**config.mk**
```make
export PLATFORM = sky130hd
export DESIGN_NAME = hsv_gradient_palette_entry_unit_flat
export DESIGN_NICKNAME = d
export VERILOG_FILES = /design/src/hgp_pkg.sv /design/src/hgp_in_if.sv /design/src/hgp_out_if.sv /design/src/hgp_front.sv /design/src/hgp_div_cell.sv /design/src/hgp_tail.sv /design/src/hsv_gradient_palette_entry_unit.sv /design/src/flat_wrapper.sv
export SDC_FILE = /design/constraint.sdc
export NUM_CORES = 1
export LEC_CHECK = 0
export BUFFER_PORTS_ARGS = -buffer_cell sky130_fd_sc_hd__clkbuf_2
export CAP_MARGIN = 20
export CORE_UTILIZATION = 55
export CTS_CLUSTER_DIAMETER = 200
export CTS_CLUSTER_SIZE = 25
export DETAILED_ROUTE_END_ITERATION = 8
export GPL_TIMING_DRIVEN = 1
export PLACE_DENSITY_LB_ADDON = 0.05
export REMOVE_ABC_BUFFERS = 1
export SYNTH_ARGS = -nofsm -noshare
export SYNTH_HDL_FRONTEND = slang
export SYNTH_SLANG_ARGS = --single-unit
```
**constraint.sdc**
```tcl
create_clock -name clk_i -period 11.08 [get_ports clk_i]
set_input_delay 1.108 -clock clk_i [delete_from_list [all_inputs] [get_ports clk_i]]
set_output_delay 1.108 -clock clk_i [all_outputs]
set_load 0.01 [all_outputs]
```
**src/hgp_pkg.sv**
```systemverilog
// Package of the HSV gradient palette unit: widths, register codes, reset values
// and the structs passed between the pipeline cells. No dependencies.
`timescale 1ns / 1ps

package hgp_pkg;

  // Palette size limit and field widths
  localparam int unsigned MAX_ENTRIES = 256;
  localparam int unsigned IDX_W       = 8;
  localparam int unsigned CNT_W       = 9;
  localparam int unsigned CH_W        = 8;
  localparam int unsigned SPAN_W      = $clog2(MAX_ENTRIES);
  localparam int unsigned PROD_W      = CH_W + SPAN_W;
  localparam int unsigned NUM_CH      = 3;

  // One quotient bit per divider cell
  localparam int unsigned DIV_STEPS   = CH_W;
  // Front stage, divider cells, output stage
  localparam int unsigned PIPE_DEPTH  = DIV_STEPS + 2;

  // Configuration port
  localparam int unsigned CFG_IDX_W   = 3;
  localparam int unsigned CFG_DATA_W  = CNT_W;

  typedef enum logic [CFG_IDX_W-1:0] {
    REG_ENTRY_COUNT = 3'd0,
    REG_FG_HUE      = 3'd1,
    REG_FG_SAT      = 3'd2,
    REG_FG_VAL      = 3'd3,
    REG_BG_HUE      = 3'd4,
    REG_BG_SAT      = 3'd5,
    REG_BG_VAL      = 3'd6
  } cfg_reg_e;

  // Channel lanes
  localparam int unsigned CH_HUE = 0;
  localparam int unsigned CH_SAT = 1;
  localparam int unsigned CH_VAL = 2;

  // Hue shorter-way thresholds: +128 and -128
  localparam logic signed [CH_W:0] HUE_HALF_POS = (CH_W+1)'(1 << (CH_W - 1));
  localparam logic signed [CH_W:0] HUE_HALF_NEG = -HUE_HALF_POS;
  // Moving the hue by 256 toggles the sign bit of the 9-bit difference
  localparam logic [CH_W:0]        HUE_WRAP     = (CH_W+1)'(1 << CH_W);

  // Reset values
  localparam logic [CNT_W-1:0] ENTRY_COUNT_RST = CNT_W'(16);
  localparam logic [CH_W-1:0]  FG_HUE_RST      = '0;
  localparam logic [CH_W-1:0]  FG_SAT_RST      = '0;
  localparam logic [CH_W-1:0]  FG_VAL_RST      = '1;
  localparam logic [CH_W-1:0]  BG_HUE_RST      = '0;
  localparam logic [CH_W-1:0]  BG_SAT_RST      = '0;
  localparam logic [CH_W-1:0]  BG_VAL_RST      = '0;

  // Gradient end colours
  typedef struct packed {
    logic [CH_W-1:0] fg_hue;
    logic [CH_W-1:0] fg_sat;
    logic [CH_W-1:0] fg_val;
    logic [CH_W-1:0] bg_hue;
    logic [CH_W-1:0] bg_sat;
    logic [CH_W-1:0] bg_val;
  } colour_cfg_t;

  // One channel in flight through the divider chain
  typedef struct packed {
    logic              neg;  // sign of fg - bg
    logic [SPAN_W-1:0] rem;  // partial remainder
    logic [CH_W-1:0]   low;  // dividend bits not yet consumed
    logic [CH_W-1:0]   quo;  // quotient bits so far
  } div_lane_t;

  typedef div_lane_t [NUM_CH-1:0] div_vec_t;

endpackage

```
**src/hgp_in_if.sv**
```systemverilog
// Input channel of the gradient palette unit: valid/ready plus the palette index.
// Depends on hgp_pkg.
`timescale 1ns / 1ps

interface hgp_in_if;
  logic                       valid;
  logic                       ready;
  logic [hgp_pkg::IDX_W-1:0]  entry_index;

  modport source (output valid, output entry_index, input ready);
  modport sink   (input valid, input entry_index, output ready);
endinterface

```
**src/hgp_out_if.sv**
```systemverilog
// Output channel of the gradient palette unit: valid/ready plus the HSV colour.
// Depends on hgp_pkg.
`timescale 1ns / 1ps

interface hgp_out_if;
  logic                      valid;
  logic                      ready;
  logic [hgp_pkg::CH_W-1:0]  hue;
  logic [hgp_pkg::CH_W-1:0]  sat;
  logic [hgp_pkg::CH_W-1:0]  val;

  modport source (output valid, output hue, output sat, output val, input ready);
  modport sink   (input valid, input hue, input sat, input val, output ready);
endinterface

```
**src/hgp_front.sv**
```systemverilog
// Front stage: clamps the index, forms fg - bg per channel (hue the short way)
// and the product magnitude, then loads the first divider slot. Uses hgp_pkg.
`timescale 1ns / 1ps

module hgp_front (
  input  logic                         clk_i,
  input  logic                         rst_ni,
  input  hgp_pkg::colour_cfg_t         cfg_i,
  input  logic [hgp_pkg::SPAN_W-1:0]   span_i,
  input  logic                         up_valid_i,
  input  logic [hgp_pkg::IDX_W-1:0]    up_index_i,
  output logic                         up_ready_o,
  output logic                         dn_valid_o,
  output hgp_pkg::div_vec_t            dn_data_o,
  input  logic                         dn_ready_i
);

  logic                         valid_q;
  hgp_pkg::div_vec_t            data_q;
  hgp_pkg::div_vec_t            data_d;
  logic [hgp_pkg::SPAN_W-1:0]   idx_c;
  logic [hgp_pkg::CH_W-1:0]     fg_c [hgp_pkg::NUM_CH];
  logic [hgp_pkg::CH_W-1:0]     bg_c [hgp_pkg::NUM_CH];
  logic signed [hgp_pkg::CH_W:0] diff_c [hgp_pkg::NUM_CH];
  logic [hgp_pkg::CH_W-1:0]     absd_c [hgp_pkg::NUM_CH];
  logic [hgp_pkg::PROD_W-1:0]   prod_c [hgp_pkg::NUM_CH];

  // Slot frees when empty or when the next cell takes its item
  assign up_ready_o = !valid_q || dn_ready_i;

  // Index clamp to the last entry
  always_comb begin
    if (hgp_pkg::IDX_W'(span_i) < up_index_i) begin
      idx_c = span_i;
    end else begin
      idx_c = hgp_pkg::SPAN_W'(up_index_i);
    end
  end

  always_comb begin
    fg_c[hgp_pkg::CH_HUE] = cfg_i.fg_hue;
    fg_c[hgp_pkg::CH_SAT] = cfg_i.fg_sat;
    fg_c[hgp_pkg::CH_VAL] = cfg_i.fg_val;
    bg_c[hgp_pkg::CH_HUE] = cfg_i.bg_hue;
    bg_c[hgp_pkg::CH_SAT] = cfg_i.bg_sat;
    bg_c[hgp_pkg::CH_VAL] = cfg_i.bg_val;
  end

  // Per-channel difference, magnitude and product
  always_comb begin
    for (int c = 0; c < hgp_pkg::NUM_CH; c++) begin
      diff_c[c] = $signed({1'b0, fg_c[c]}) - $signed({1'b0, bg_c[c]});
      // hue goes the shorter way: moving bg by 256 flips the sign bit
      if (c == hgp_pkg::CH_HUE) begin
        if (diff_c[c] >= hgp_pkg::HUE_HALF_POS || diff_c[c] <= hgp_pkg::HUE_HALF_NEG) begin
          diff_c[c] = $signed(diff_c[c] ^ hgp_pkg::HUE_WRAP);
        end
      end
      if (diff_c[c][hgp_pkg::CH_W]) begin
        absd_c[c] = hgp_pkg::CH_W'(-diff_c[c]);
      end else begin
        absd_c[c] = diff_c[c][hgp_pkg::CH_W-1:0];
      end
      prod_c[c] = hgp_pkg::PROD_W'(absd_c[c]) * hgp_pkg::PROD_W'(idx_c);
      data_d[c].neg = diff_c[c][hgp_pkg::CH_W];
      data_d[c].rem = prod_c[c][hgp_pkg::PROD_W-1 -: hgp_pkg::SPAN_W];
      data_d[c].low = prod_c[c][hgp_pkg::CH_W-1:0];
      data_d[c].quo = '0;
    end
  end

  // Control
  always_ff @(posedge clk_i or negedge rst_ni) begin
    if (!rst_ni) begin
      valid_q <= 1'b0;
    end else if (up_ready_o) begin
      valid_q <= up_valid_i;
    end
  end

  // Payload
  always_ff @(posedge clk_i) begin
    if (up_ready_o && up_valid_i) begin
      data_q <= data_d;
    end
  end

  assign dn_valid_o = valid_q;
  assign dn_data_o  = data_q;

endmodule

```
**src/hgp_div_cell.sv**
```systemverilog
// One cell of the divider chain: works out one quotient bit for every channel
// and hands the item on to its neighbour. Uses hgp_pkg.
`timescale 1ns / 1ps

module hgp_div_cell (
  input  logic                         clk_i,
  input  logic                         rst_ni,
  input  logic [hgp_pkg::SPAN_W-1:0]   divisor_i,
  input  logic                         up_valid_i,
  input  hgp_pkg::div_vec_t            up_data_i,
  output logic                         up_ready_o,
  output logic                         dn_valid_o,
  output hgp_pkg::div_vec_t            dn_data_o,
  input  logic                         dn_ready_i
);

  logic                         valid_q;
  hgp_pkg::div_vec_t            data_q;
  hgp_pkg::div_vec_t            data_d;
  logic [hgp_pkg::SPAN_W:0]     trial_c [hgp_pkg::NUM_CH];
  logic                         qbit_c  [hgp_pkg::NUM_CH];

  assign up_ready_o = !valid_q || dn_ready_i;

  // Restoring step: bring down the next bit, subtract if it fits
  always_comb begin
    for (int c = 0; c < hgp_pkg::NUM_CH; c++) begin
      trial_c[c] = {up_data_i[c].rem, up_data_i[c].low[hgp_pkg::CH_W-1]};
      qbit_c[c]  = (trial_c[c] >= {1'b0, divisor_i});
      data_d[c].neg = up_data_i[c].neg;
      if (qbit_c[c]) begin
        data_d[c].rem = hgp_pkg::SPAN_W'(trial_c[c] - {1'b0, divisor_i});
      end else begin
        data_d[c].rem = trial_c[c][hgp_pkg::SPAN_W-1:0];
      end
      data_d[c].low = {up_data_i[c].low[hgp_pkg::CH_W-2:0], 1'b0};
      data_d[c].quo = {up_data_i[c].quo[hgp_pkg::CH_W-2:0], qbit_c[c]};
    end
  end

  always_ff @(posedge clk_i or negedge rst_ni) begin
    if (!rst_ni) begin
      valid_q <= 1'b0;
    end else if (up_ready_o) begin
      valid_q <= up_valid_i;
    end
  end

  always_ff @(posedge clk_i) begin
    if (up_ready_o && up_valid_i) begin
      data_q <= data_d;
    end
  end

  assign dn_valid_o = valid_q;
  assign dn_data_o  = data_q;

endmodule

```
**src/hgp_tail.sv**
```systemverilog
// Output stage: applies the sign to each quotient, adds the background value
// and holds the colour for the receiver. Uses hgp_pkg and hgp_out_if.
`timescale 1ns / 1ps

module hgp_tail (
  input  logic                  clk_i,
  input  logic                  rst_ni,
  input  hgp_pkg::colour_cfg_t  cfg_i,
  input  logic                  up_valid_i,
  input  hgp_pkg::div_vec_t     up_data_i,
  output logic                  up_ready_o,
  hgp_out_if.source             out_ch
);

  logic                      valid_q;
  logic [hgp_pkg::CH_W-1:0]  res_q [hgp_pkg::NUM_CH];
  logic [hgp_pkg::CH_W-1:0]  res_d [hgp_pkg::NUM_CH];
  logic [hgp_pkg::CH_W-1:0]  bg_c  [hgp_pkg::NUM_CH];

  assign up_ready_o = !valid_q || out_ch.ready;

  always_comb begin
    bg_c[hgp_pkg::CH_HUE] = cfg_i.bg_hue;
    bg_c[hgp_pkg::CH_SAT] = cfg_i.bg_sat;
    bg_c[hgp_pkg::CH_VAL] = cfg_i.bg_val;
  end

  // Quotient truncated toward zero, then wrapped sum with the background
  always_comb begin
    for (int c = 0; c < hgp_pkg::NUM_CH; c++) begin
      if (up_data_i[c].neg) begin
        res_d[c] = bg_c[c] - up_data_i[c].quo;
      end else begin
        res_d[c] = bg_c[c] + up_data_i[c].quo;
      end
    end
  end

  always_ff @(posedge clk_i or negedge rst_ni) begin
    if (!rst_ni) begin
      valid_q <= 1'b0;
    end else if (up_ready_o) begin
      valid_q <= up_valid_i;
    end
  end

  always_ff @(posedge clk_i) begin
    if (up_ready_o && up_valid_i) begin
      res_q <= res_d;
    end
  end

  assign out_ch.valid = valid_q;
  assign out_ch.hue   = res_q[hgp_pkg::CH_HUE];
  assign out_ch.sat   = res_q[hgp_pkg::CH_SAT];
  assign out_ch.val   = res_q[hgp_pkg::CH_VAL];

endmodule

```
**src/hsv_gradient_palette_entry_unit.sv**
```systemverilog
// HSV gradient palette entry unit.
//
// Takes a palette index on in_ch and returns on out_ch the HSV colour of that
// entry on a straight gradient from the background colour (entry 0) to the
// foreground colour (last entry). Hue runs the shorter way round the circle.
// Both channels are valid/ready: an item moves on a rising edge with both high.
// Users set the end colours and entry_count through the write port (cfg_we_i,
// cfg_idx_i, cfg_data_i) only with no item in flight; the block never checks.
//
// An item accepted on in_ch passes through one front stage (clamp and
// multiply), eight divider cells (one quotient bit each) and the output
// register, and is then shown on out_ch. Throughput is one item per cycle
// while out_ch is not stalled; every cell of the chain is a full stage.
//
// When the receiver stalls the result is held and the chain keeps closing up
// behind it, so up to ten items are held before in_ch.ready drops.
// Reset empties the chain and loads the defaults: 16 entries, black to white.
`timescale 1ns / 1ps

module hsv_gradient_palette_entry_unit (
  input  logic                              clk_i,
  input  logic                              rst_ni,
  input  logic                              cfg_we_i,
  input  logic [hgp_pkg::CFG_IDX_W-1:0]     cfg_idx_i,
  input  logic [hgp_pkg::CFG_DATA_W-1:0]    cfg_data_i,
  hgp_in_if.sink                            in_ch,
  hgp_out_if.source                         out_ch
);

  logic [hgp_pkg::CNT_W-1:0]   count_q;
  hgp_pkg::colour_cfg_t        colour_q;
  logic [hgp_pkg::SPAN_W-1:0]  span_c;
  logic [hgp_pkg::SPAN_W-1:0]  divisor_c;

  logic               stage_valid [hgp_pkg::DIV_STEPS+1];
  logic               stage_ready [hgp_pkg::DIV_STEPS+1];
  hgp_pkg::div_vec_t  stage_data  [hgp_pkg::DIV_STEPS+1];

  // Configuration registers
  always_ff @(posedge clk_i or negedge rst_ni) begin
    if (!rst_ni) begin
      count_q         <= hgp_pkg::ENTRY_COUNT_RST;
      colour_q.fg_hue <= hgp_pkg::FG_HUE_RST;
      colour_q.fg_sat <= hgp_pkg::FG_SAT_RST;
      colour_q.fg_val <= hgp_pkg::FG_VAL_RST;
      colour_q.bg_hue <= hgp_pkg::BG_HUE_RST;
      colour_q.bg_sat <= hgp_pkg::BG_SAT_RST;
      colour_q.bg_val <= hgp_pkg::BG_VAL_RST;
    end else if (cfg_we_i) begin
      unique case (cfg_idx_i)
        hgp_pkg::REG_ENTRY_COUNT: count_q <= cfg_data_i[hgp_pkg::CNT_W-1:0];
        hgp_pkg::REG_FG_HUE: colour_q.fg_hue <= cfg_data_i[hgp_pkg::CH_W-1:0];
        hgp_pkg::REG_FG_SAT: colour_q.fg_sat <= cfg_data_i[hgp_pkg::CH_W-1:0];
        hgp_pkg::REG_FG_VAL: colour_q.fg_val <= cfg_data_i[hgp_pkg::CH_W-1:0];
        hgp_pkg::REG_BG_HUE: colour_q.bg_hue <= cfg_data_i[hgp_pkg::CH_W-1:0];
        hgp_pkg::REG_BG_SAT: colour_q.bg_sat <= cfg_data_i[hgp_pkg::CH_W-1:0];
        hgp_pkg::REG_BG_VAL: colour_q.bg_val <= cfg_data_i[hgp_pkg::CH_W-1:0];
        default: ;  // unused index, write dropped
      endcase
    end
  end

  // Span = count - 1, with zero count taken as one and saturation at the limit
  always_comb begin
    if (count_q == '0) begin
      span_c = '0;
    end else if (count_q > hgp_pkg::CNT_W'(hgp_pkg::MAX_ENTRIES)) begin
      span_c = hgp_pkg::SPAN_W'(hgp_pkg::MAX_ENTRIES - 1);
    end else begin
      span_c = hgp_pkg::SPAN_W'(count_q - hgp_pkg::CNT_W'(1));
    end
  end

  // Single entry: index and product are zero, dividing by one keeps it zero
  assign divisor_c = (span_c == '0) ? hgp_pkg::SPAN_W'(1) : span_c;

  hgp_front u_front (
    .clk_i      (clk_i),
    .rst_ni     (rst_ni),
    .cfg_i      (colour_q),
    .span_i     (span_c),
    .up_valid_i (in_ch.valid),
    .up_index_i (in_ch.entry_index),
    .up_ready_o (in_ch.ready),
    .dn_valid_o (stage_valid[0]),
    .dn_data_o  (stage_data[0]),
    .dn_ready_i (stage_ready[0])
  );

  // Divider chain, most significant quotient bit first
  for (genvar k = 0; k < hgp_pkg::DIV_STEPS; k++) begin : g_div
    hgp_div_cell u_cell (
      .clk_i      (clk_i),
      .rst_ni     (rst_ni),
      .divisor_i  (divisor_c),
      .up_valid_i (stage_valid[k]),
      .up_data_i  (stage_data[k]),
      .up_ready_o (stage_ready[k]),
      .dn_valid_o (stage_valid[k+1]),
      .dn_data_o  (stage_data[k+1]),
      .dn_ready_i (stage_ready[k+1])
    );
  end

  hgp_tail u_tail (
    .clk_i      (clk_i),
    .rst_ni     (rst_ni),
    .cfg_i      (colour_q),
    .up_valid_i (stage_valid[hgp_pkg::DIV_STEPS]),
    .up_data_i  (stage_data[hgp_pkg::DIV_STEPS]),
    .up_ready_o (stage_ready[hgp_pkg::DIV_STEPS]),
    .out_ch     (out_ch)
  );

endmodule

```
**src/flat_wrapper.sv**
```systemverilog
// flat-port wrapper written by rule: the top's interface ports become plain ports
module hsv_gradient_palette_entry_unit_flat 
  (clk_i, rst_ni, cfg_we_i, cfg_idx_i, cfg_data_i, in_ch_valid, in_ch_entry_index, in_ch_ready, out_ch_valid, out_ch_hue, out_ch_sat, out_ch_val, out_ch_ready);
  hgp_in_if in_ch_i ();
  hgp_out_if out_ch_i ();
  input  logic clk_i;
  input  logic rst_ni;
  input  logic cfg_we_i;
  input  logic [hgp_pkg::CFG_IDX_W-1:0] cfg_idx_i;
  input  logic [hgp_pkg::CFG_DATA_W-1:0] cfg_data_i;
  input wire logic [$bits(in_ch_i.valid)-1:0] in_ch_valid;
  input wire logic [$bits(in_ch_i.entry_index)-1:0] in_ch_entry_index;
  output wire logic [$bits(in_ch_i.ready)-1:0] in_ch_ready;
  output wire logic [$bits(out_ch_i.valid)-1:0] out_ch_valid;
  output wire logic [$bits(out_ch_i.hue)-1:0] out_ch_hue;
  output wire logic [$bits(out_ch_i.sat)-1:0] out_ch_sat;
  output wire logic [$bits(out_ch_i.val)-1:0] out_ch_val;
  input wire logic [$bits(out_ch_i.ready)-1:0] out_ch_ready;
  assign in_ch_i.valid = in_ch_valid;
  assign in_ch_i.entry_index = in_ch_entry_index;
  assign in_ch_ready = in_ch_i.ready;
  assign out_ch_valid = out_ch_i.valid;
  assign out_ch_hue = out_ch_i.hue;
  assign out_ch_sat = out_ch_i.sat;
  assign out_ch_val = out_ch_i.val;
  assign out_ch_i.ready = out_ch_ready;
  hsv_gradient_palette_entry_unit u_core (.clk_i(clk_i), .rst_ni(rst_ni), .cfg_we_i(cfg_we_i), .cfg_idx_i(cfg_idx_i), .cfg_data_i(cfg_data_i), .in_ch(in_ch_i), .out_ch(out_ch_i));
endmodule
```
==> summary.txt, run 1 <==
STA
  – Max-slew violations: 0
  – Fin crit share: 0.802
  – Final Hold Vio Count: 0
  – Fmax: 0.113 GHz
  – Slew margin rel.: 0.253
  – Worst Max-Slew Pin Slew: 1.11 ns
  – Clock Skew: 0.0462 ns
  – Setup TNS: 0 ns
  – # setup viols final: 0
  – Post-layout min period: 8.89 ns
  – RSZ-0062 raised after global routing: false

Clock network
  – CTS Root Cell: clkbuf_16
  – H-tree lvl count: 1
  – CTS tree: yes
  – # clock sinks: 526
  – Clock Path Buffers: 3
  – Clock Pin Slew Worst Setup and Hold Paths: 0.12 ns
  – Num CTS Buffers: 25
  – CTS Hold Bufs: 0
  – Clock latency on the worst-skew pair: 0.62 ns
  – Setup bufs post-CTS: 0
  – Number of cells upsized or downsized after cts: 0

Synthesis
  – Distinct cells, synth: 64
  – Synth Area per Inst: 11.5 sq um
  – Post-synthesis sequential element count: 526
  – Cell count after synthesis: 3,019
  – Sequential share of the synthesized area: 0.446
  – Synth warn: 0
  – Number of enable flip-flop cells after synthesis: 459
  – Netlist Area Pre-Place: 34,700 sq um
  – Fraction of registers with async set/reset: 0.127
  – Most used DFF post-synth: edfxtp_1

Setup path
  – Reg2reg end: u_core.u_front.dn_data_o[23]$_DFFE_PP_
  – CP peak stage delay: 0.66 ns
  – Arr. time, crit path: 9.24 ns
  – CP required: 11.43 ns
  – Crit-path max FO: 16
  – FF-to-FF path depth: 29
  – Worst r2r src: u_core.count_q[0]$_DFFE_PN0P_
  – CP Class: register to register
  – Reg-to-reg slack, setup: 2.19 ns
  – CP Capture Type: register
  – Startpoint types: register
  – Worst path slowest cell: a2111oi_0

Placed design
  – Buffers on Ports: 50
  – GPL Wtd Cong: 0.881
  – Final HPWL DP: 55.0 mm

Global route
  – Vias in the first global route: 22,300
  – Initial antenna violation count: 2
  – Largest net degree at the start of global routing: 68
  – Grt total ovfl: 0
  – Global-route wire length before repair: 118 mm
  – GRT Total Usage: 0.237

Final layout
  – Area Overhead vs Synth: 6.55%
  – Most frequent cells in the layout: 459 x edfxtp_1, 360 x ha_1, 336 x nor2_1
  – FILL cells: 5,035
  – Final Net Count: 3,623
  – Multi-input logic area: 17,900 sq um
  – Leading cell type in the layout, fill and taps excluded: edfxtp_1
  – FF/Latch Area: 15,500 sq um
  – Ant. Diodes: 0
  – Share of layout cells above drive strength 1: 0.116

Routing
  – Antenna-violating nets left: 0
  – # DRC: 0
  – Via density: 5.67
  – 1st-iter DRT viols: 1,158
  – Total wire length: 74.9 mm
  – Wirelength per Cell: 18.9 um
  – Pre-Repair DR Iteration Count: 7
  – Via count: 22,400

Die
  – Horiz. Die Dim: 253 um
  – Core ar.: 62,100 sq um
  – Row Count: 91
  – Starting density of the core: 0.559
  – I/O Pins: 51
  – Full die area: 64,100 sq um
  – Die height: 253 um

Min path
  – Hold Path Class: register to register
  – Hold path start: u_core.g_div[1].u_cell.dn_data_o[12]$_DFFE_PP_
  – WHS Endpoint: u_core.g_div[2].u_cell.dn_data_o[13]$_DFFE_PP_
  – Worst hold stages: 0

Job
  – Max-cap violations: 0

Outcome
  – Status: finished clean
synthesized netlist by cell type, types with 54 or more instances:
cell,number,area [sq um]
o21ai_0,125,626
inv_1,326,1220
mux2i_1,54,541
nor2_1,336,1260
nand2_1,108,405
fa_1,135,2700
xnor2_1,126,1100
a21oi_1,127,636
mux2_2,150,1690
ha_1,360,4500
edfxtp_1,459,13800
dfrtp_1,58,1450
nor2b_1,55,344
a21o_1,55,413
routing by layer:
layer,GRT usage,share of wire
met2,0.389,0.47
met4,0.0648,0.026
met1,0.331,0.46
met3,0.0301,0.048
met5,0,0
critical path, delay by kind of cell, from the launching register on:
family	cells	cell delay, ns
and+or+nand+nor	6	1.55
xor gates and xnor gates	1	0.16
AOI/OAI and AO/OA	9	2.31
muxes	1	0.58
DFF	1	0.46
adders and majority gates	7	2.94
buffers and inverters	5	0.60
cell type report:
cell class / count / area share
multi-input cells: 2137 / 0.485
flip-flops and latches: 526 / 0.418
inverters: 326 / 0.0331
well taps: 837 / 0.0283
clock buffers: 43 / 0.0187
repair buffers: 87 / 0.0145
clock inverters: 3 / 0.00183
cells by family (layout without fill, tap and decap cells):
| kind of cell | Yosys count | count (layout) | share of synthesized area |
|---|---|---|---|
| AO/OA/AOI/OAI | 509 | 509 | 0.0951 |
| AND/OR/NAND/NOR | 752 | 752 | 0.103 |
| adder cells (fa/ha/maj) | 495 | 495 | 0.208 |
| XOR/XNOR | 177 | 177 | 0.0447 |
| multiplexers | 204 | 204 | 0.0643 |
| flip-flops | 526 | 526 | 0.446 |
| buffers and inverters | 356 | 459 | 0.0394 |
how the worst max path moves through the flow:
stage	from	endpoint	slack (ns)	cells after the start
after floorplan	u_core.count_q[0]$_DFFE_PN0P_	u_core.u_front.dn_data_o[73]$_DFFE_PP_	2.91	29
after global placement	u_core.count_q[0]$_DFFE_PN0P_	u_core.u_front.dn_data_o[23]$_DFFE_PP_	2.47	29
after detailed placement	u_core.count_q[0]$_DFFE_PN0P_	u_core.u_front.dn_data_o[23]$_DFFE_PP_	2.26	29
after CTS	u_core.count_q[0]$_DFFE_PN0P_	u_core.u_front.dn_data_o[23]$_DFFE_PP_	2.21	29
after global routing	u_core.count_q[0]$_DFFE_PN0P_	u_core.u_front.dn_data_o[48]$_DFFE_PP_	1.62	28
final	u_core.count_q[0]$_DFFE_PN0P_	u_core.u_front.dn_data_o[23]$_DFFE_PP_	2.19	29
stage by stage:
stage                      util  hold WS (ns)  cell area (sq um)  instances  setup WS [ns]
final                     0.596         0.417              37000       3959           2.19
after global routing      0.596         0.428              37000       3959           1.62
after CTS                 0.596         0.419              37000       3958           2.21
after detailed placement  0.583         0.405              36200       3912           2.26
after global placement    0.583         0.401              36200       3912           2.47
after floorplan               -         0.400              34600       2989           2.91
registers in the layout (all words and copies together) (netlist names):
name                            cells
u_core.count_q                      9
u_core.colour_q                    48
u_core.g_div.u_cell.dn_data_o     384
u_core.u_front.dn_data_o           51
u_core.u_tail.out_ch.sat            8
u_core.u_tail.out_ch.hue            8
u_core.u_front.dn_valid_o           1
u_core.u_tail.out_ch.valid          1
u_core.u_tail.out_ch.val            8
u_core.g_div.u_cell.dn_valid_o      8
Power of run 1 is not shown: default switching activity piles up to over one toggle a cycle in this logic, so the estimate is an artifact.
==> inputs of run 2 (changes only) <==
Clock period 11.08 ns to 7.33 ns, I/O delays scaled along.
==> summary.txt, run 2 (same netlist as run 1, synthesis figures left out) <==
Outcome
  – Status: finished clean

Routing
  – Total wire length: 76.0 mm (+1.5%)
  – Via count: 22,900 (+2.0%)
  – # DRC: 0 (unchanged)
  – Pre-Repair DR Iteration Count: 5 (-2)
  – Wirelength per Cell: 18.6 um (-1.5%)
  – 1st-iter DRT viols: 1,263 (+9.1%)
  – Top routing layer in use: met4
  – WL met1: 35.0 mm (+2.2%)
  – Antenna-violating nets left: 0 (unchanged)
  – Via density: 5.61 (-1.0%)
  – Met2 routed WL: 36.1 mm (+2.8%)
  – Met3 wire len: 3.23 mm (-9.6%)

Clock network
  – CTS Root Cell: clkbuf_16
  – Num CTS Buffers: 25 (unchanged)
  – H-tree lvl count: 1 (unchanged)
  – Clock Pin Slew Worst Setup and Hold Paths: 0.10 ns (-0.02 ns)
  – CTS tree: yes
  – # clock sinks: 526 (unchanged)
  – CTS Hold Bufs: 0 (unchanged)
  – Clock latency on the worst-skew pair: 0.59 ns (-0.03 ns)
  – Clock Path Buffers: 3 (unchanged)

Die
  – Die height: 253 um (unchanged)
  – Full die area: 64,100 sq um (unchanged)
  – Starting density of the core: 0.559 (unchanged)
  – Row Count: 91 (unchanged)
  – Horiz. Die Dim: 253 um (unchanged)
  – Core ar.: 62,100 sq um (unchanged)
  – I/O Pins: 51 (unchanged)

Final layout
  – Ant. Diodes: 0 (unchanged)
  – Final Net Count: 3,750 (+3.5%)
  – Layout Cells excl Fill: 4,078 (+3.0%)
  – Leading cell type in the layout, fill and taps excluded: edfxtp_1
  – Max reg flops: 384 (unchanged)
  – FILL cells: 4,952 (-1.6%)
  – Design area: 38,200 sq um (+3.2%)
  – Area Overhead vs Synth: 10.0%
  – Share of layout cells above drive strength 1: 0.165 (+0.0498)
  – Most frequent cells in the layout: 459 x edfxtp_1, 351 x ha_1, 329 x nor2_1

Setup path
  – CP Class: register to register
  – Crit-path max FO: 6 (-10)
  – Worst r2r src: u_core.count_q[1]$_DFFE_PN0P_
  – CP Capture Type: register
  – CP dominant cell by count: fa_1
  – Startpoint types: register
  – Reg-to-reg slack, setup: 0.25 ns (-1.94 ns)
  – CP peak stage delay: 0.58 ns (-0.08 ns)
  – Reg2reg end: u_core.u_front.dn_data_o[23]$_DFFE_PP_
  – FF-to-FF path depth: 32 (+10%)
  – CP required: 7.66 ns (-3.77 ns)
  – Arr. time, crit path: 7.40 ns (-1.84 ns)
  – Worst path slowest cell: fa_1

Placed design
  – Placed Area: 37,000 sq um (+2.3%)
  – Cell total after placement: 4,026 (+2.9%)
  – GPL Wtd Cong: 0.862 (-2.2%)
  – Buffers on Ports: 50 (unchanged)
  – Final HPWL DP: 56.9 mm (+3.5%)

Global route
  – Largest net degree at the start of global routing: 68 (unchanged)
  – GRT Total Usage: 0.239 (+0.00162)
  – Global-route wire length before repair: 120 mm (+1.5%)
  – Initial antenna violation count: 0 (-2)
  – Grt total ovfl: 0 (unchanged)
  – Vias in the first global route: 22,900 (+3.1%)

STA
  – Post-layout min period: 7.08 ns (-1.81 ns)
  – Max-slew violations: 0 (unchanged)
  – Fmax: 0.141 GHz (+26%)
  – RSZ-0062 raised after global routing: true
  – Worst Max-Slew Pin Slew: 0.991 ns (-0.122 ns)
  – Final Hold Vio Count: 0 (unchanged)
  – # setup viols final: 0 (unchanged)
  – Slew margin rel.: 0.339 (+0.0854)
  – Clock Skew: 0.0253 ns (-0.0209 ns)
  – Fin crit share: 0.966 (+0.164)

Min path
  – Hold Path Class: input pin to async pin

Job
  – Max-cap violations: 0 (unchanged)
run 2: per-stage QoR:
stage	TNS (ns)	util	setup slack [ns]	hold WS, ns
global placement	-0.456	0.597	-0.141	0.400
CTS	0	0.609	0.00679	0.321
detailed placement	-0.848	0.597	-0.214	0.405
floorplan	-5.63	-	-0.843	0.400
global route	-0.458	0.615	-0.107	0.338
finish	0	0.615	0.251	0.341
run 2: worst max-delay path: cells and delay by family (launching register included):
family,cells,cell delay (ns)
and+or+nand+nor,3,0.92
xor gates and xnor gates,1,0.12
adders and majority gates,7,2.69
buffers and inverters,8,0.88
DFF,1,0.40
AOI/OAI and AO/OA,12,1.69
muxes,1,0.13
run 2: how the worst max path moves through the flow:
stage	start	to	slack (ns)	cells past startpoint
final	u_core.count_q[1]$_DFFE_PN0P_	u_core.u_front.dn_data_o[23]$_DFFE_PP_	0.25	32
after floorplan	u_core.count_q[0]$_DFFE_PN0P_	u_core.u_front.dn_data_o[73]$_DFFE_PP_	-0.84	29
after CTS	u_core.count_q[0]$_DFFE_PN0P_	u_core.u_front.dn_data_o[23]$_DFFE_PP_	0.007	31
after global routing	u_core.count_q[1]$_DFFE_PN0P_	u_core.u_front.dn_data_o[73]$_DFFE_PP_	-0.11	33
after detailed placement	u_core.count_q[0]$_DFFE_PN0P_	u_core.u_front.dn_data_o[23]$_DFFE_PP_	-0.21	31
after global placement	u_core.count_q[0]$_DFFE_PN0P_	u_core.u_front.dn_data_o[73]$_DFFE_PP_	-0.14	31
run 2: layout make-up:
class | count | area (sq um) | share of cell area
Clock buffer | 35 | 663 | 0.0174
Clock inverter | 3 | 36.3 | 0.000951
Inverter | 326 | 1220 | 0.0321
Multi-Input combinational cell | 2137 | 18200 | 0.477
Sequential cell | 526 | 15500 | 0.405
Tap cell | 837 | 1050 | 0.0274
Timing Repair Buffer | 214 | 1530 | 0.0401
run 2: timing repair:
action                     4_1_cts  5_1_grt
setup endpoints to repair        8       14
resized for setup               18       62
buffers inserted                 5       11
pin swaps                       21       60
run 2: layer usage:
metal  up-vias  GRT usage
met5         -          0
met4         0     0.0570
met3        78     0.0322
met2       382      0.404
met1     11300      0.325
li1      11100          -
Power of run 2 is left out for the same reason.
==> inputs of run 3 (changes only) <==
Settings changed: ABC_AREA from default to 1.
==> summary.txt, run 3 <==
Routing
  – Total wire length: 80.9 mm (+6.4%)
  – Pre-Repair DR Iteration Count: 6 (+1)
  – # DRC: 0 (unchanged)
  – Antenna-violating nets left: 0 (unchanged)
  – Via count: 24,200 (+5.8%)
  – Wirelength per Cell: 18.2 um (-2.1%)
  – 1st-iter DRT viols: 1,527 (+21%)
  – Via density: 5.46 (-2.7%)

Min path
  – Hold Path Class: input pin to async pin

Global route
  – GRT Total Usage: 0.259 (+0.0202)
  – Initial antenna violation count: 1 (+1)
  – Grt total ovfl: 0 (unchanged)
  – Vias in the first global route: 24,200 (+5.7%)
  – Global-route wire length before repair: 129 mm (+7.3%)
  – Largest net degree at the start of global routing: 68 (unchanged)

Placed design
  – Buffers on Ports: 50 (unchanged)
  – Cell total after placement: 4,388 (+9.0%)
  – DP Worst Slack: 0.272 ns (+0.487 ns)
  – GPL Wtd Cong: 0.933 (+8.3%)
  – Final HPWL DP: 60.4 mm (+6.1%)

Final layout
  – Share of layout cells above drive strength 1: 0.0564 (-0.109)
  – Final Util: 0.594 (-0.0209)
  – Max reg flops: 384 (unchanged)
  – Leading cell type in the layout, fill and taps excluded: nand2_1
  – Final Net Count: 4,109 (+9.6%)
  – Most frequent cells in the layout: 540 x nand2_1, 530 x inv_1, 459 x edfxtp_1
  – Layout Cells excl Fill: 4,435 (+8.8%)
  – Ant. Diodes: 0 (unchanged)
  – Area Overhead vs Synth: 6.25%

Clock network
  – CTS tree: yes
  – # clock sinks: 526 (unchanged)
  – H-tree lvl count: 1 (unchanged)
  – CTS Root Cell: clkbuf_16
  – Clock Pin Slew Worst Setup and Hold Paths: 0.10 ns (about the same)
  – Num CTS Buffers: 25 (unchanged)
  – Clock Path Buffers: 3 (unchanged)
  – Clock latency on the worst-skew pair: 0.58 ns (about the same)

Setup path
  – Startpoint types: register
  – CP bufs+invs: 7 (-1)
  – Reg2reg end: u_core.u_front.dn_data_o[72]$_DFFE_PP_
  – CP peak stage delay: 0.55 ns (-0.03 ns)
  – Worst path slowest cell: fa_1
  – Arr. time, crit path: 7.14 ns (-0.26 ns)
  – CP Class: register to register
  – Cell family with most CP delay: adder cells
  – CP required: 7.65 ns (about the same)
  – Worst r2r src: u_core.count_q[0]$_DFFE_PN0P_
  – FF-to-FF path depth: 30 (-6.3%)
  – Reg-to-reg slack, setup: 0.52 ns (+0.27 ns)
  – CP Capture Type: register
  – CP dominant cell by count: inv_1
  – Crit-path max FO: 7 (+1)

STA
  – Fin crit share: 0.929 (-0.0364)
  – Post-layout min period: 6.81 ns (-0.267 ns)
  – Final Hold Vio Count: 0 (unchanged)
  – Post-route setup slack: 0.518 ns (+0.267 ns)
  – Max-slew violations: 0 (unchanged)
  – Worst Max-Slew Pin Slew: 0.864 ns (-0.126 ns)
  – Slew margin rel.: 0.420 (+0.0813)
  – # setup viols final: 0 (unchanged)
  – Fmax: 0.147 GHz (+3.9%)
  – Clock Skew: 0.0239 ns (-0.00136 ns)
  – RSZ-0062 raised after global routing: false

Synthesis
  – Post-synthesis sequential element count: 526 (unchanged)
  – Netlist Area Pre-Place: 34,700 sq um (about the same)
  – Distinct cells, synth: 52 (-19%)
  – Synth Area per Inst: 9.86 sq um (-14%)
  – Cell count after synthesis: 3,518 (+17%)
  – Area leader, netlist: edfxtp_1
  – Most used DFF post-synth: edfxtp_1
  – Number of enable flip-flop cells after synthesis: 459 (unchanged)
  – Synth warn: 0 (unchanged)
  – Synth area leaders: edfxtp_1 40%, ha_1 13%, fa_1 7.8%
  – Ranking of synthesized cells by instance count: 543 x nand2_1, 534 x inv_1, 459 x edfxtp_1, 360 x ha_1, 334 x nor2_1
  – Post-synth top area share: 0.397 (about the same)
  – Fraction of registers with async set/reset: 0.127 (unchanged)
  – Sequential share of the synthesized area: 0.446 (about the same)
  – Most frequent cell after synthesis: nand2_1

Outcome
  – Status: finished clean

Die
  – I/O Pins: 51 (unchanged)
  – Core ar.: 62,100 sq um (unchanged)
  – Die height: 253 um (about the same)
  – Horiz. Die Dim: 253 um (about the same)
  – Full die area: 64,100 sq um (about the same)
  – Starting density of the core: 0.559 (about the same)
  – Row Count: 91 (unchanged)

Job
  – Max-cap violations: 0 (unchanged)
==> run 3: changes by cell type after synthesis, sizes merged, moves of 86 or more <==
cell / delta
nand3: +144
mux2: -150
inv: +213
a21oi: +112
o21ai: +86
nand2: +453
xor2: +101
==> run 3: layout make-up <==
type                       instances  area [sq um]
multi-input combinational       2404         17000
fill                            5304         25200
clock inverter                     2          32.5
sequential                       526         15500
inverter                         542          2030
tap                              837          1050
clock buffer                      34           659
timing repair buffer              90           591
==> run 3: cells by family after synthesis <==
group / count (synthesis) / share of synthesized area
simple gates: 1175 / 0.146
buf+inv: 588 / 0.0659
flops: 526 / 0.446
compound gates: 522 / 0.0810
fa+ha+maj: 495 / 0.208
xor+xnor: 212 / 0.0537
==> run 3: timing repair <==
action                     CTS  global route
setup buffers                0             5
setup endpoints to repair    0             8
gates resized for setup      0             3
hold buffers                 0             0
==> run 3: metal layers <==
metal | up-vias | GRT usage | wire length (um)
met5 | - | 0 | 12
met4 | 2 | 0.0850 | 2780
met3 | 123 | 0.0326 | 3860
met2 | 495 | 0.432 | 37300
met1 | 11600 | 0.351 | 37000
li1 | 11900 | - | -
==> run 3: worst max-delay path by stage <==
stage	endpoint	depth (start not counted)	from
2_1_floorplan	u_core.u_front.dn_data_o[72]$_DFFE_PP_	29	u_core.count_q[0]$_DFFE_PN0P_
3_3_place_gp	u_core.u_front.dn_data_o[48]$_DFFE_PP_	33	u_core.count_q[0]$_DFFE_PN0P_
3_5_place_dp	u_core.u_front.dn_data_o[48]$_DFFE_PP_	33	u_core.count_q[0]$_DFFE_PN0P_
4_1_cts	u_core.u_front.dn_data_o[48]$_DFFE_PP_	33	u_core.count_q[0]$_DFFE_PN0P_
5_1_grt	u_core.u_front.dn_data_o[48]$_DFFE_PP_	33	u_core.count_q[0]$_DFFE_PN0P_
6_report	u_core.u_front.dn_data_o[72]$_DFFE_PP_	30	u_core.count_q[0]$_DFFE_PN0P_
==> run 3: per-stage QoR <==
stage	instance area [sq um]	setup TNS (ns)	hold WS (ns)
floorplan	34500	-0.511	0.400
global placement	36100	0	0.401
detailed placement	36100	0	0.405
CTS	36700	0	0.339
global route	36900	0	0.364
finish	36900	0	0.348
Power of run 3 is left out for the same reason.
